[config.mk]
export PLATFORM = sky130hd
export DESIGN_NAME = plsm_divider
export DESIGN_NICKNAME = d
export VERILOG_FILES = /design/src/rtl/core/plsm_pkg.sv /design/src/rtl/core/plsm_divider.sv
export SDC_FILE = /design/constraint.sdc
export NUM_CORES = 1
export LEC_CHECK = 0
export CORE_MARGIN = 3
export CORE_UTILIZATION = 66
export CTS_CLUSTER_SIZE = 20
export DETAILED_ROUTE_END_ITERATION = 10
export DONT_BUFFER_PORTS = 1
export GPL_TIMING_DRIVEN = 1
export PLACE_DENSITY = 0.92
export REMOVE_ABC_BUFFERS = 1
export SYNTH_ARGS = -nofsm -noshare
export SYNTH_HDL_FRONTEND = slang
export SYNTH_SLANG_ARGS = --single-unit
[constraint.sdc]
create_clock -name clock -period 3.6 [get_ports clock]
set_input_delay 1.08 -clock clock [delete_from_list [all_inputs] [get_ports clock]]
set_output_delay 1.08 -clock clock [all_outputs]
set_load 0.02 [all_outputs]
[src/rtl/core/plsm_pkg.sv]
// Package for the projected-light sharpness marker.
// Holds shared types, register indexes, mark codes and reset values.
// No dependencies.
package plsm_pkg;

   localparam int MAX_ROW_WIDTH_DEF = 1024;
   localparam int PIX_W = 8;
   localparam int NORM_W = 16;
   localparam int Q_BITS = 15;
   localparam int ENTRY_W = NORM_W + 1;
   localparam int ROW_WIDTH_W = 11;
   localparam int THRESH_W = 16;
   localparam int CSR_IDX_W = 2;
   localparam int CSR_DATA_W = 16;
   localparam int REQ_DATA_W = 24;
   localparam int RSP_DATA_W = 56;

   localparam logic signed [PIX_W:0] LIT_MIN = 9'sd10;
   localparam logic [NORM_W-1:0] ONE_Q15 = 16'h8000;

   localparam logic [ROW_WIDTH_W-1:0] ROW_WIDTH_RST = 11'd640;
   localparam logic [THRESH_W-1:0] THRESH_RST = 16'd13074;

   localparam logic [CSR_IDX_W-1:0] CSR_ROW_WIDTH = 2'd0;
   localparam logic [CSR_IDX_W-1:0] CSR_SHARP_THRESH = 2'd1;
   localparam logic [CSR_IDX_W-1:0] CSR_HORIZ_EN = 2'd2;

   localparam logic [1:0] MARK_NONE = 2'd0;
   localparam logic [1:0] MARK_VERT = 2'd1;
   localparam logic [1:0] MARK_HORIZ = 2'd2;

   typedef enum logic [1:0] {
      S_IDLE,
      S_DIV,
      S_EVAL,
      S_EMIT
   } state_type;

   typedef struct packed {
      logic             start;
      logic [PIX_W-1:0] dividend;
      logic [PIX_W-1:0] divisor;
   } div_req_type;

   typedef struct packed {
      logic              busy;
      logic [Q_BITS-1:0] quotient;
   } div_rsp_type;

endpackage

[src/rtl/core/plsm_divider.sv]
// Radix-2 restoring divider producing floor(a * 2^15 / b) for a < b.
// One quotient bit per cycle. Depends on plsm_pkg.
module plsm_divider (
   input  logic                 clock,
   input  logic                 reset,
   input  plsm_pkg::div_req_type div_req,
   output plsm_pkg::div_rsp_type div_rsp
);
   import plsm_pkg::*;

   localparam int CNT_W = $clog2(Q_BITS + 1);

   logic              busy_ff, busy_in;
   logic [CNT_W-1:0]  cnt_ff, cnt_in;
   logic [PIX_W-1:0]  rem_ff, rem_in;
   logic [PIX_W-1:0]  den_ff, den_in;
   logic [Q_BITS-1:0] quo_ff, quo_in;
   logic [PIX_W:0]    shifted;
   logic [PIX_W:0]    diff;

   always_comb begin
      shifted = {rem_ff, 1'b0};
      diff = shifted - {1'b0, den_ff};
      busy_in = busy_ff;
      cnt_in = cnt_ff;
      rem_in = rem_ff;
      den_in = den_ff;
      quo_in = quo_ff;
      if (div_req.start) begin
         busy_in = 1'b1;
         cnt_in = CNT_W'(Q_BITS);
         rem_in = div_req.dividend;
         den_in = div_req.divisor;
      end else if (busy_ff) begin
         cnt_in = cnt_ff - 1'b1;
         if (cnt_ff == CNT_W'(1)) begin
            busy_in = 1'b0;
         end
         if (shifted >= {1'b0, den_ff}) begin
            rem_in = diff[PIX_W-1:0];
            quo_in = {quo_ff[Q_BITS-2:0], 1'b1};
         end else begin
            rem_in = shifted[PIX_W-1:0];
            quo_in = {quo_ff[Q_BITS-2:0], 1'b0};
         end
      end
   end

   always_ff @(posedge clock) begin
      if (reset) begin
         busy_ff <= 1'b0;
      end else begin
         busy_ff <= busy_in;
      end
      cnt_ff <= cnt_in;
      rem_ff <= rem_in;
      den_ff <= den_in;
      quo_ff <= quo_in;
   end

   assign div_rsp.busy = busy_ff;
   assign div_rsp.quotient = quo_ff;

endmodule

==> flow_summary_export.csv, run 1 <==
group,metric,value,unit
critical_path,cp.required,3.68,ns
sta,setup_slack,1.366,ns
detailed_routing,drtIter0Drc,49,
synth,postSynthAreaPerCell,12.33,sq um
cells_and_area,nets,177,
detailed_routing,wl,3451,um
power,power.density,551.6,nW/um^2
global_routing,grt-ovfl-total,0,
clocking,cts_tree,"built",
detailed_routing,drc,0,
floorplan,start_util,70.39,%
synth,syn-cell-area,1775,sq um
clocking,cts_max_level,2,
placement,placement.io_buffers,0,
power,power_frac_seq,52.6,%
detailed_routing,routedWlPerCell,19.39,um
global_routing,grt_pass1_vias,1143,
synth,ys_async_sr_fraction,0,%
clocking,clk_pin_slew,0.11,ns
clocking,cts_sinks,36,
global_routing,grt_antenna_before_repair,0,
clocking,post_cts_resized,0,
power,swShare,31.57,%
critical_path,path_class,"reg2reg",
clocking,cts_hold_buffers,0,
sta,fin_setup_tns,0,ns
worst_hold_path,holdCritPathClass,"reg2reg",
power,peakVddDrop,0.4255,mV
cells_and_area,multiInputGateArea,640.6,sq um
power,power.internal,690.5,uW
sta,fin_skew,0.01097,ns
critical_path,cp_max_fo,8,
clocking,clock_path_buffers,2,
floorplan,rows,18,
detailed_routing,routed_via_density,6.343,
power,pwr-share-clk,20.7,%
detailed_routing,dr.pass1.iters,5,
cells_and_area,fin_area,1829,sq um
power,p_total,1.009,mW
critical_path,cp-end-kind,"register",
global_routing,grt_usage,22.05,%
synth,synth-edff-count,31,
power,power.leakage,0.7332,nW
cells_and_area,num_antenna_cells,0,
detailed_routing,ant_nets,0,
clocking,cts_buffers,5,
critical_path,cp.arrival,2.31,ns
synth,ys_seq_area_share,58.07,%
global_routing,grt_pass1_wl,5347,um
clocking,cts_setup_buffers,0,
floorplan,dieWidth,57.87,um
floorplan,dieHeight,57.87,um
critical_path,slowest_stage,"edfxtp_1",
synth,yosysWarningCount,0,
sta,max-slew-margin-rel,69.88,%
placement,dpl_worst_slack,1.393,ns
sta,drv_slew,0,
power,switchingPower,318.6,uW
synth,synth_ff_type,"edfxtp_1",
sta,rsz0062_at_grt,"false",
critical_path,path_cells,"ha_1 > a21o_1 > a221oi_2 > o31a_4 > inv_2 > mux2i_1 > o21ai_0",
clocking,root_buffer,"clkbuf_4",
global_routing,grt_max_degree,26,
placement,gp_congestion,0.8239,
cells_and_area,final-seq-area,1031,sq um
floorplan,ios,35,
sta,fin_crit,2.234,ns
cells_and_area,area_growth,3.030,%
synth,yosysUniqueCellTypes,46,
synth,syn_inst,144,
critical_path,start_kind,"register",
detailed_routing,vias,1129,
sta,finalCritPeriodShare,62.05,%
placement,placement.cell_area,1773,sq um
sta,worst_pin_slew,0.4512,ns
power,comb_power_share,26.7,%
clocking,clock_latency,0.34,ns
sta,setup_viol,0,
synth,ys_seq_elements,36,
critical_path,slowest_delay,0.42,ns
floorplan,die-area,3348,sq um
floorplan,coreArea,2522,sq um
cells_and_area,fillers,186,
placement,dp_hpwl,2487,um
outcome,status,"complete, no violations",
sta,finalHoldViolations,0,
sta,fmax,447.7,MHz
cells_and_area,drive_gt1_share,13.51,%
flow_run,max-cap-violations,0,
==> worst max-delay path, delay by kind of cell, from the launching register on <==
kind / cells / cell delay, ns
buf+inv: 1 / 0.10
fa+ha+maj: 1 / 0.41
flops: 1 / 0.42
mux: 1 / 0.17
compound gates: 4 / 0.89
==> stage by stage <==
step / instances / hold WS, ns / util (%)
2_1_floorplan: 139 / 0.4694 / -
3_3_place_gp: 170 / 0.4873 / 70.29
3_5_place_dp: 170 / 0.5182 / 70.29
4_1_cts: 178 / 0.5468 / 72.52
5_1_grt: 178 / 0.5931 / 72.52
6_report: 178 / 0.5453 / 72.52
==> area by class of cell <==
class | count | area share (%)
flip-flops and latches | 36 | 56.36
clock inverters | 3 | 1.026
clock buffers | 5 | 2.052
well taps | 30 | 2.052
multi-input cells | 88 | 35.02
inverters | 15 | 3.078
repair buffers | 1 | 0.4104
==> metal layers <==
| layer | up-vias | part of all wire (%) | global-route usage [%] |
|---|---|---|---|
| li1 | 533 | - | - |
| met1 | 548 | 40 | 26.28 |
| met2 | 41 | 52 | 35.81 |
| met3 | 7 | 5.7 | 6.013 |
| met4 | 0 | 1.8 | 12.91 |
| met5 | - | 0 | 0 |
==> flip-flops by register name, summed over array words and instances, names as in the netlist <==
register / cells
quo_ff: 15
cnt_ff: 4
busy_ff: 1
den_ff: 8
rem_ff: 8
==> Yosys cell counts (3+ instances only) <==
library cell	instances	area, sq um
a21oi_1	6	30.03
a31oi_1	4	25.02
xnor2_1	3	26.28
dfxtp_1	5	100.1
inv_1	13	48.80
nor2_1	8	30.03
nor3_1	4	20.02
nand2b_1	5	31.28
o21ai_0	3	15.01
ha_1	10	125.1
nand2_1	11	41.29
edfxtp_1	31	930.9
or2_2	3	18.77
==> cell families (layout without fill, tap and decap cells) <==
| kind of cell | after synthesis | after routing | share of synthesized area, % |
|---|---|---|---|
| AND/OR/NAND/NOR | 42 | 42 | 12.26 |
| flip-flops | 36 | 36 | 58.07 |
| AO/OA/AOI/OAI | 29 | 29 | 12.54 |
| buffers and inverters | 20 | 24 | 5.849 |
| adder cells (fa/ha/maj) | 11 | 11 | 8.175 |
| XOR/XNOR | 4 | 4 | 1.974 |
| multiplexers | 2 | 2 | 1.128 |
==> power groups by stage <==
| stage | sequential (mW) | combinational, mW | clock (mW) |
|---|---|---|---|
| 3_5_place_dp | 0.540 | 0.263 | 0 |
| 2_1_floorplan | 0.532 | 0.211 | 0 |
| 6_report | 0.530 | 0.269 | 0.209 |
| 4_1_cts | 0.531 | 0.265 | 0.216 |
| 3_3_place_gp | 0.538 | 0.242 | 0 |
| 5_1_grt | 0.534 | 0.296 | 0.232 |
==> final timing paths <==
path / slack, ns / from / end / cells past startpoint
max: 1.37 / rem_ff[5] / rem_ff[3] / 7
min: 0.55 / cnt_ff[3] / cnt_ff[3] / 2
max reg2reg: 1.37 / rem_ff[5] / rem_ff[3] / 7
min reg2reg: 0.55 / cnt_ff[3] / cnt_ff[3] / 2
==> cell usage in the layout (no fill, tap or decap), types with 4 or more instances in the layout <==
cell type  count
nand2b_1       5
a31oi_1        4
nor3_1         4
edfxtp_1      31
nor2_1         8
ha_1          10
dfxtp_1        5
a21oi_1        6
nand2_1       11
inv_1         13
clkbuf_4       5
No activity file was read; power rests on OpenSTA's default activity.
==> inputs of run 2 (changes only) <==
Settings changed: ABC_AREA from default to 1, CORE_UTILIZATION 66 to 56, PLACE_DENSITY 0.92 to 0.84.
Clock period 3.6 ns to 2 ns, I/O delays scaled along.
==> run 2 against run 1 <==
  * Clock-buffer cell count unchanged
  * Synthesized cell count increased by 26%
  * Fmax increased by 19%
  * Die area increased by 23%
  * Clock power increased by 82%
  * Largest cell class unchanged
  * Utilization decreased by 8.6 points
  * Via count increased by 5.8%
  * Sequential power increased by 78%
==> flow_summary_export.csv, run 2 <==
group,metric,value,unit
synth,synth.area.top_cells,"edfxtp_1 49%, nand2_1 8.5%, ha_1 6.6%",
critical_path,start_kind,"register",
synth,ys_seq_elements,36,
critical_path,cp_max_fo,8,
flow_run,max-cap-violations,0,
critical_path,path_class,"reg2reg",
floorplan,rows,20,
synth,yosysUniqueCellTypes,26,
floorplan,die-area,4117,sq um
detailed_routing,ant_nets,0,
clocking,root_buffer,"clkbuf_4",
detailed_routing,drtIter0Drc,28,
synth,synth_fa_ha_area_share,7.662,%
clocking,cts_buffers,5,
sta,fin_crit,1.876,ns
synth,syn-cell-area,1894,sq um
synth,synth_top_area_cell,"edfxtp_1",
cells_and_area,nets,218,
synth,synth_xor_area_share,1.387,%
cells_and_area,final_common_cell,"nand2_1",
synth,postSynthAreaPerCell,10.41,sq um
placement,dp_hpwl,2556,um
global_routing,grt_pass1_vias,1245,
critical_path,r2r-start,"den_ff[1]",
worst_hold_path,holdCritPathClass,"in2reg",
synth,synth_common_cells,"43 x nand2_1, 31 x edfxtp_1, 23 x inv_1, 11 x nand3_1",
cells_and_area,fin_area,2001,sq um
clocking,cts_setup_buffers,0,
synth,synth_top_area_share,49.14,%
critical_path,crit_start,"den_ff[1]",
synth,synth_top_family_by_area,"simple AND/OR/NAND/NOR gates",
critical_path,cp.required,2.11,ns
sta,setup_viol,0,
clocking,cts_hold_buffers,0,
cells_and_area,largest_register_ffs,15,
detailed_routing,routed_via_density,5.129,
clocking,cts_max_level,2,
sta,finalHoldViolations,0,
critical_path,cp-end-kind,"register",
cells_and_area,fillers,252,
clocking,post_cts_resized,0,
synth,yosysWarningCount,0,
cells_and_area,reg_top3,"quo_ff (15), den_ff (8), rem_ff (8)",
cells_and_area,final-seq-area,1031,sq um
critical_path,reg2regPathDepth,11,
global_routing,grt_pass1_wl,5651,um
floorplan,dieHeight,64.16,um
clocking,clock_latency,0.34,ns
sta,finalCritPeriodShare,93.82,%
synth,syn_inst,182,
sta,worst_pin_slew,0.4161,ns
synth,synth_ff_type,"edfxtp_1",
global_routing,grt-ovfl-total,0,
synth,synth_compound_area_share,2.774,%
detailed_routing,drc,0,
critical_path,cp.arrival,1.98,ns
floorplan,ios,35,
cells_and_area,largest-register,"quo_ff",
clocking,cts_tree,"built",
floorplan,coreArea,3128,sq um
synth,ys_async_sr_fraction,0,%
clocking,cts_sinks,36,
detailed_routing,routedWlPerCell,14.01,um
synth,ys_seq_area_share,54.43,%
sta,drv_slew,0,
placement,placement.cell_area,1946,sq um
critical_path,cp-endpoint,"rem_ff[3]",
detailed_routing,vias,1195,
global_routing,grt_antenna_before_repair,0,
global_routing,grt_max_degree,21,
sta,fmax,532.9,MHz
cells_and_area,num_antenna_cells,0,
floorplan,start_util,60.56,%
power,peakVddDrop,0.6158,mV
detailed_routing,wl,3264,um
synth,muxShareOfSynthArea,0,%
floorplan,dieWidth,64.16,um
worst_hold_path,worstHoldStart,"reset",
global_routing,grt_usage,18.18,%
sta,rsz0062_at_grt,"false",
synth,synth-simple-area-share,27.41,%
placement,gp_congestion,0.8403,
cells_and_area,final_cell_mix,"43 x nand2_1, 31 x edfxtp_1, 23 x inv_1",
cells_and_area,drive_gt1_share,16.93,%
power,p_total,1.891,mW
synth,yosysMostFrequentCell,"nand2_1",
cells_and_area,multiInputGateArea,743.2,sq um
cells_and_area,area_growth,5.614,%
clocking,clock_path_buffers,2,
clocking,clk_pin_slew,0.10,ns
sta,hold_slack,0.3102,ns
critical_path,r2r_slack,0.12,ns
critical_path,r2r_end,"rem_ff[3]",
sta,fin_setup_tns,0,ns
power,power.density,945.0,nW/um^2
outcome,status,"complete, no violations",
synth,synth-edff-count,31,
sta,max-slew-margin-rel,72.19,%
power,power.leakage,0.8765,nW
sta,fin_skew,0.007972,ns
placement,placement.io_buffers,0,
detailed_routing,dr.pass1.iters,4,
-- run 2: changes by cell type after synthesis, moves of 3 or more --
| cell | delta |
|---|---|
| nand2_1 | +32 |
| inv_1 | +10 |
| nand2_2 | +10 |
| nand3_1 | +9 |
| nand3b_1 | +7 |
| nand2b_1 | -5 |
| a31oi_1 | -4 |
| nor3_1 | -4 |
| nand3_2 | +3 |
| or2_2 | -3 |
| xnor2_1 | -3 |
-- run 2: stage by stage --
step           setup slack [ns]  std cells  util [%]
2_1_floorplan            0.2788        179         -
3_3_place_gp             0.1781        225     62.20
3_5_place_dp             0.1437        225     62.20
4_1_cts                  0.1314        233     63.96
5_1_grt                 0.02201        233     63.96
6_report                 0.1236        233     63.96
-- run 2: power by group --
part           switching (mW)  internal (mW)
clock network           0.245          0.135
logic                   0.353          0.213
registers              0.0506          0.893
total                   0.649           1.24
-- run 2: critical path, cell delays in order (launching register included) --
cell and delay [ns]:
edfxtp_1 0.42, inv_1 0.07, ha_1 0.23, ha_1 0.18
inv_1 0.05, nor2_1 0.04, nand2_1 0.07, nand2_2 0.08
nor2_8 0.20, nand3b_1 0.11, nand3_1 0.12, nand2_1 0.06
-- run 2: kinds of logic after synthesis --
family                   after synthesis
XOR/XNOR                               3
adder cells (fa/ha/maj)               11
buffers and inverters                 30
AND/OR/NAND/NOR                       92
AO/OA/AOI/OAI                         10
flip-flops                            36
-- run 2: per-layer routing --
layer | vias up | share of wire, % | wire (um) | track usage (%)
met4 | 0 | 1.2 | 40 | 7.916
met3 | 6 | 4.9 | 160 | 5.272
met1 | 546 | 43 | 1410 | 22.61
met2 | 30 | 51 | 1652 | 29.42
li1 | 613 | - | - | -
met5 | - | 0 | 0 | 0
-- run 2: layout make-up --
type / count / area share [%]
flip-flops and latches: 36 / 51.53
inverters: 27 / 5.066
clock buffers: 5 / 1.876
multi-input cells: 116 / 37.15
clock inverters: 3 / 0.8755
repair buffers: 2 / 0.7505
well taps: 44 / 2.752
-- run 2: worst min path at each step --
stage | to | slack (ns) | depth (start not counted)
after CTS | busy_ff | 0.30 | 1
after detailed placement | cnt_ff[3] | 0.51 | 1
after global routing | busy_ff | 0.28 | 1
final | busy_ff | 0.31 | 1
after global placement | cnt_ff[3] | 0.46 | 1
after floorplan | cnt_ff[3] | 0.45 | 1
